===== config.mk =====
export PLATFORM = sky130hd
export DESIGN_NAME = cmm_ctrl
export DESIGN_NICKNAME = d
export VERILOG_FILES = /design/src/rtl/cmm_pkg.sv /design/src/rtl/cmm_ctrl.sv
export SDC_FILE = /design/constraint.sdc
export NUM_CORES = 1
export LEC_CHECK = 0
export BUFFER_PORTS_ARGS = -buffer_cell sky130_fd_sc_hd__buf_2
export CAP_MARGIN = 20
export CORE_AREA = 3 3 82 84
export CTS_BUF_LIST = sky130_fd_sc_hd__clkbuf_8
export DETAILED_ROUTE_END_ITERATION = 12
export DIE_AREA = 0 0 85 87
export GPL_TIMING_DRIVEN = 0
export PLACE_DENSITY_LB_ADDON = 0.25
export SETUP_SLACK_MARGIN = 0.2
export SYNTH_ARGS = -nofsm -noshare
export SYNTH_HDL_FRONTEND = slang
export SYNTH_SLANG_ARGS = --single-unit

===== constraint.sdc =====
create_clock -name clock -period 5.41 [get_ports clock]
set_input_delay 0.2705 -clock clock [delete_from_list [all_inputs] [get_ports clock]]
set_output_delay 0.2705 -clock clock [all_outputs]
set_load 0.01 [all_outputs]

===== src/rtl/cmm_pkg.sv =====
package cmm_pkg;

   localparam int MAX_DIM    = 8;
   localparam int FRAC_BITS  = 16;
   localparam int DATA_W     = 32;
   localparam int IDX_W      = 3;
   localparam int DIM_W      = 4;
   localparam int CSR_IDX_W  = 2;
   localparam int ADDR_MAX_W = 2 * IDX_W;
   localparam int ACC_W      = 72;

   typedef enum logic [1:0] {
      REQ_LOAD_A  = 2'd0,
      REQ_LOAD_B  = 2'd1,
      REQ_COMPUTE = 2'd2
   } cmm_req_code_type;

   typedef enum logic [CSR_IDX_W-1:0] {
      CSR_A_ROWS = 2'd0,
      CSR_A_COLS = 2'd1,
      CSR_B_ROWS = 2'd2,
      CSR_B_COLS = 2'd3
   } cmm_csr_code_type;

   typedef struct packed {
      logic [1:0]               req_type;
      logic [IDX_W-1:0]         elem_row;
      logic [IDX_W-1:0]         elem_col;
      logic signed [DATA_W-1:0] elem_re;
      logic signed [DATA_W-1:0] elem_im;
   } cmm_req_type;

   typedef struct packed {
      logic [IDX_W-1:0]         out_row;
      logic [IDX_W-1:0]         out_col;
      logic signed [DATA_W-1:0] out_re;
      logic signed [DATA_W-1:0] out_im;
      logic                     dim_mismatch;
      logic                     last;
   } cmm_rsp_type;

   typedef struct packed {
      logic                  wr_a;
      logic                  wr_b;
      logic [ADDR_MAX_W-1:0] wr_addr;
      logic                  rd_en;
      logic                  mac_en;
      logic [ADDR_MAX_W-1:0] a_addr;
      logic [ADDR_MAX_W-1:0] b_addr;
      logic                  acc_clear;
      logic                  emit;
      logic                  mismatch;
      logic [IDX_W-1:0]      out_row;
      logic [IDX_W-1:0]      out_col;
      logic                  last;
   } cmm_cmd_type;

   typedef struct packed {
      logic out_free;
   } cmm_stat_type;

endpackage


===== src/rtl/cmm_ctrl.sv =====
module cmm_ctrl #(
   parameter int MAX_DIM = 8
) (
   input  logic                             clock,
   input  logic                             reset,
   input  logic                             csr_valid,
   output logic                             csr_ready,
   input  logic [cmm_pkg::CSR_IDX_W-1:0]    csr_index,
   input  logic [cmm_pkg::DIM_W-1:0]        csr_wdata,
   input  logic                             req_valid,
   output logic                             req_stall,
   input  cmm_pkg::cmm_req_type             req_payload,
   output cmm_pkg::cmm_cmd_type             cmd,
   input  cmm_pkg::cmm_stat_type            stat
);
   import cmm_pkg::*;

   typedef enum logic [2:0] {
      ST_IDLE,
      ST_START,
      ST_RUN,
      ST_DRAIN,
      ST_EMIT
   } state_type;

   localparam int CALC_W = ADDR_MAX_W + 4;

   state_type        state_ff, state_in;
   logic [DIM_W-1:0] a_rows_ff, a_rows_in;
   logic [DIM_W-1:0] a_cols_ff, a_cols_in;
   logic [DIM_W-1:0] b_rows_ff, b_rows_in;
   logic [DIM_W-1:0] b_cols_ff, b_cols_in;
   logic             mis_ff, mis_in;
   logic [DIM_W-1:0] rows_ff, rows_in;
   logic [DIM_W-1:0] cols_ff, cols_in;
   logic [DIM_W-1:0] steps_ff, steps_in;
   logic [IDX_W-1:0] i_ff, i_in;
   logic [IDX_W-1:0] j_ff, j_in;
   logic [IDX_W-1:0] k_ff, k_in;
   logic             drain_ff, drain_in;

   logic [DIM_W-1:0] ar, ac, br, bc;
   logic             mis_now;
   logic             row_end, col_end;
   logic             in_store;

   function automatic logic [DIM_W-1:0] eff_dim(input logic [DIM_W-1:0] v);
      return (v > DIM_W'(MAX_DIM)) ? DIM_W'(MAX_DIM) : v;
   endfunction

   function automatic logic [ADDR_MAX_W-1:0] addr_of(input logic [IDX_W-1:0] r,
                                                     input logic [IDX_W-1:0] c);
      logic [CALC_W-1:0] full;
      full = CALC_W'(r) * CALC_W'(MAX_DIM) + CALC_W'(c);
      return full[ADDR_MAX_W-1:0];
   endfunction

   assign csr_ready = 1'b1;
   assign req_stall = (state_ff != ST_IDLE);

   assign ar      = eff_dim(a_rows_ff);
   assign ac      = eff_dim(a_cols_ff);
   assign br      = eff_dim(b_rows_ff);
   assign bc      = eff_dim(b_cols_ff);
   assign mis_now = (ac != br);
   assign row_end = (DIM_W'(i_ff) + DIM_W'(1)) == rows_ff;
   assign col_end = (DIM_W'(j_ff) + DIM_W'(1)) == cols_ff;
   assign in_store = (DIM_W'(req_payload.elem_row) < DIM_W'(MAX_DIM)) &&
                     (DIM_W'(req_payload.elem_col) < DIM_W'(MAX_DIM));

   always_comb begin
      state_in  = state_ff;
      a_rows_in = a_rows_ff;
      a_cols_in = a_cols_ff;
      b_rows_in = b_rows_ff;
      b_cols_in = b_cols_ff;
      mis_in    = mis_ff;
      rows_in   = rows_ff;
      cols_in   = cols_ff;
      steps_in  = steps_ff;
      i_in      = i_ff;
      j_in      = j_ff;
      k_in      = k_ff;
      drain_in  = drain_ff;
      cmd       = '0;
      cmd.wr_addr  = addr_of(req_payload.elem_row, req_payload.elem_col);
      cmd.a_addr   = mis_ff ? addr_of(i_ff, j_ff) : addr_of(i_ff, k_ff);
      cmd.b_addr   = addr_of(k_ff, j_ff);
      cmd.out_row  = i_ff;
      cmd.out_col  = j_ff;
      cmd.mismatch = mis_ff;
      cmd.last     = row_end && col_end;

      if (csr_valid) begin
         unique case (csr_index)
            CSR_A_ROWS: a_rows_in = csr_wdata;
            CSR_A_COLS: a_cols_in = csr_wdata;
            CSR_B_ROWS: b_rows_in = csr_wdata;
            CSR_B_COLS: b_cols_in = csr_wdata;
            default:    a_rows_in = a_rows_ff;
         endcase
      end

      unique case (state_ff)
         ST_IDLE: begin
            if (req_valid) begin
               case (req_payload.req_type)
                  REQ_LOAD_A: cmd.wr_a = in_store;
                  REQ_LOAD_B: cmd.wr_b = in_store;
                  REQ_COMPUTE: begin
                     mis_in   = mis_now;
                     rows_in  = ar;
                     cols_in  = mis_now ? ac : bc;
                     steps_in = mis_now ? DIM_W'(1) : ac;
                     i_in     = '0;
                     j_in     = '0;
                     if (ar != '0 && (mis_now ? ac : bc) != '0) begin
                        state_in = ST_START;
                     end
                  end
                  default: state_in = ST_IDLE;
               endcase
            end
         end
         ST_START: begin
            cmd.acc_clear = 1'b1;
            k_in          = '0;
            drain_in      = 1'b0;
            state_in      = (steps_ff == '0) ? ST_DRAIN : ST_RUN;
         end
         ST_RUN: begin
            cmd.rd_en  = 1'b1;
            cmd.mac_en = !mis_ff;
            k_in       = k_ff + IDX_W'(1);
            if ((DIM_W'(k_ff) + DIM_W'(1)) == steps_ff) begin
               drain_in = 1'b0;
               state_in = ST_DRAIN;
            end
         end
         ST_DRAIN: begin
            drain_in = 1'b1;
            if (drain_ff) begin
               state_in = ST_EMIT;
            end
         end
         ST_EMIT: begin
            cmd.emit = stat.out_free;
            if (stat.out_free) begin
               if (row_end && col_end) begin
                  state_in = ST_IDLE;
               end else begin
                  state_in = ST_START;
                  if (col_end) begin
                     j_in = '0;
                     i_in = i_ff + IDX_W'(1);
                  end else begin
                     j_in = j_ff + IDX_W'(1);
                  end
               end
            end
         end
         default: state_in = ST_IDLE;
      endcase
   end

   always_ff @(posedge clock) begin
      if (reset) begin
         state_ff  <= ST_IDLE;
         a_rows_ff <= DIM_W'(2);
         a_cols_ff <= DIM_W'(2);
         b_rows_ff <= DIM_W'(2);
         b_cols_ff <= DIM_W'(2);
         mis_ff    <= 1'b0;
         rows_ff   <= '0;
         cols_ff   <= '0;
         steps_ff  <= '0;
         i_ff      <= '0;
         j_ff      <= '0;
         k_ff      <= '0;
         drain_ff  <= 1'b0;
      end else begin
         state_ff  <= state_in;
         a_rows_ff <= a_rows_in;
         a_cols_ff <= a_cols_in;
         b_rows_ff <= b_rows_in;
         b_cols_ff <= b_cols_in;
         mis_ff    <= mis_in;
         rows_ff   <= rows_in;
         cols_ff   <= cols_in;
         steps_ff  <= steps_in;
         i_ff      <= i_in;
         j_ff      <= j_in;
         k_ff      <= k_in;
         drain_ff  <= drain_in;
      end
   end

endmodule


==> impl_metrics.toml <==
[floorplanning]
die-area_sq_um = 7400
rows = 28
ios = 117
die_h_um = 87
start_util_pct = 40.4
core_area_sq_um = 5990
die_x_um = 85

[placed_design]
placedInstanceArea_sq_um = 2740
dp_hpwl_um = 4270
gp_congestion = 0.879
portBuffers = 45
place_ws_ns = 3.19
dpl.cell_count = 410

[global_route]
grt_pass1_wl_um = 9420
grt_pass1_vias = 1975
antenna_found_initial = 0
grt_usage_pct = 15.8
grt_max_degree = 14
gr-total-overflow = 0

[detailed_routing]
wl_per_cell_um = 13.7
drt_first_pass_iters = 4
avgViaCountPerCell = 5.22
route.antenna.remaining_nets = 0
drt_iter0_drc = 96
post-route-drc-count = 0
wl_um = 5740
num_vias = 2181

[power]
p_per_area_nw_per_um2 = 230
internal_power_uw = 459
pwr-share-seq_pct = 51.1
irDropWorstVdd_v = 0.000181
p_leak_nw = 1.29
total_power_uw = 649
clkPwrFrac_pct = 31.3
power_frac_comb_pct = 17.5
swShare_pct = 29.2
p_sw_uw = 189

[sta]
worst_slack_ns = 2.85
setup_violations = 0
hold_viol_final = 0
maxSlewHeadroom_pct = 47.8
tns_ns = 0
finClkSkew_ns = 0.00936
post-route-period-util_pct = 47.3
whs_ns = 0.209
fmax_ghz = 0.390
drv_slew = 0
tightestPinTransition_ns = 0.781
rsz0062_at_grt = "no"
layout_min_cycle_time_ns = 2.56

[setup_path]
r2r-end = "state_ff[0]"
critPathCaptureType = "output port"
startpoint_type = "flop"
rr_worst_depth = 7
crit_path_max_fanout = 8
critical_path_required_ns = 5.14
crit_path_end = "cmd[0]"
crit_arrival_ns = 2.29
path_cells = "ha_1 -> xnor2_1 -> nand3_1 -> or2_2 -> or2_2 -> inv_1 -> buf_2"
r2r_setup_slack_ns = 3.20
max_stage_delay_ns = 0.53
path_class = "reg2out"
crit_path_start = "j_ff[0]"
crit_slowest_cell = "dfxtp_1"
r2r_start = "j_ff[0]"
cp_common_cell = "or2_2"

[synth]
ys_warn_count = 0
synth.most_common_cell = "dfxtp_1"
yosys-top-cells-area = "dfxtp_1 (35%), mux2i_1 (6.2%), nor2_1 (5.7%), a21oi_1 (4.3%), buf_4 (4.3%)"
synth_nets = 376
yosys-top-cells-count = "dfxtp_1 (42), nor2_1 (37), a21oi_1 (21)"
synth_edf_count = 0
yosysUniqueCellTypes = 52
ys_seq_area_share_pct = 34.8
synthArstFlopShare_pct = 0
synth_area_sq_um = 2420
synthCells = 290
synth_top_cell_area_share_pct = 34.8
synth_top_area_cell = "dfxtp_1"
ys_ff_latch = 42
avgSynthCellArea_sq_um = 8.34
synth_flop_cell = "dfxtp_1"

[flow_run]
drv_cap = 0

[clocking]
cts_max_level = 2
cts_buffer_depth = 2
insertion_delay_ns = 0.30
cts_tree = "yes"
cts.repair.resized = 0
cts_made_buffers = 5
cts-root-buf = "clkbuf_8"
cts.sinks = 42
cts_setup_buffers = 0
cts_hold_buf = 0
clkSlewWorstSetupHoldPaths_ns = 0.09

[cells_and_area]
stdcell_count = 418
layout.nets = 428
num-fill-cells = 617
final_util_pct = 47.1
areaGrowthSynthToFinish_pct = 16.8
fin_area_sq_um = 2820
antenna_cells = 0
drive_gt1_share_pct = 23.9

[min_path]
hold_class = "in2reg"

[run_status]
status = "completed"
cells by family (layout without fill, tap and decap cells):
family / count (synthesis) / in the layout / synth area share, %
simple gates: 124 / 124 / 27.2
compound gates: 55 / 55 / 15.3
buf+inv: 34 / 87 / 7.60
other cells: 1 / 1 / 0.155
xor+xnor: 13 / 13 / 5.90
fa+ha+maj: 3 / 3 / 1.55
flops: 42 / 42 / 34.8
mux: 18 / 18 / 7.60
per-layer routing:
layer,track usage (%),routed length [um],vias up
met5,0,0,-
met4,4.89,65,0
met3,3.31,358,7
met2,26.6,2540,67
met1,20.4,2770,995
li1,-,-,1112
power by group through the flow:
stage          logic, mW  clock network, mW  registers (mW)
2_1_floorplan     0.0819                  0           0.336
3_3_place_gp       0.113                  0           0.339
3_5_place_dp       0.113                  0           0.339
4_1_cts            0.114              0.209           0.332
5_1_grt            0.126              0.223           0.334
6_report           0.114              0.203           0.332
worst min path at each step:
| stage | from | end | slack (ns) | cells past startpoint |
|---|---|---|---|---|
| global route | csr_wdata[1] | a_rows_ff[1] | 0.20 | 2 |
| detailed placement | rows_ff[3] | rows_ff[3] | 0.47 | 2 |
| floorplan | csr_wdata[1] | a_rows_ff[1] | 0.39 | 1 |
| global placement | rows_ff[3] | rows_ff[3] | 0.47 | 2 |
| CTS | csr_wdata[1] | a_rows_ff[1] | 0.20 | 2 |
| finish | csr_wdata[1] | a_rows_ff[1] | 0.21 | 2 |
cells in the final DEF, fill, tap and decap left out, types with 2 or more instances in the layout:
cell      count
dfxtp_1      42
inv_1         9
a21oi_1      21
and3b_1       2
nor4_1        4
or2_2         3
nand2_1      17
or3b_1        2
and3_1        2
mux2_2        3
nand3_1      10
nor3_2        2
nor2b_1       7
o21ai_0      13
xor2_1        7
mux2i_1      15
nor2_1       37
ha_1          3
buf_4        14
xnor2_1       4
a21o_1        2
clkbuf_1      8
a211o_1       4
nor3b_1       7
buf_2        48
nand2b_1      8
clkbuf_8      5
nor3_1       10
a31oi_1       2
or4_1         2
a311oi_1      3
nand3b_1      4
critical path: cells and delay by family (launching register included):
kind / cells / cell delay, ns
buffers and inverters: 2 / 0.18
adders and majority gates: 1 / 0.34
xor gates and xnor gates: 1 / 0.15
and+or+nand+nor: 3 / 0.79
DFF: 1 / 0.53
registers in the layout (all words and copies together) (netlist names):
name,count
steps_ff,4
a_cols_ff,4
k_ff,3
b_rows_ff,4
cols_ff,4
rows_ff,4
i_ff,3
drain_ff,1
state_ff,3
mis_ff,1
b_cols_ff,4
a_rows_ff,4
j_ff,3
layout make-up:
class / count / area [sq um] / area share (%)
Buffer: 26 / 154 / 5.45
Clock buffer: 5 / 68.8 / 2.44
Clock inverter: 3 / 17.5 / 0.620
Inverter: 8 / 30.0 / 1.06
Multi-Input combinational cell: 214 / 1390 / 49.4
Sequential cell: 42 / 841 / 29.8
Tap cell: 75 / 93.8 / 3.32
Timing Repair Buffer: 45 / 225 / 7.98
No activity file was read; power rests on OpenSTA's default activity.
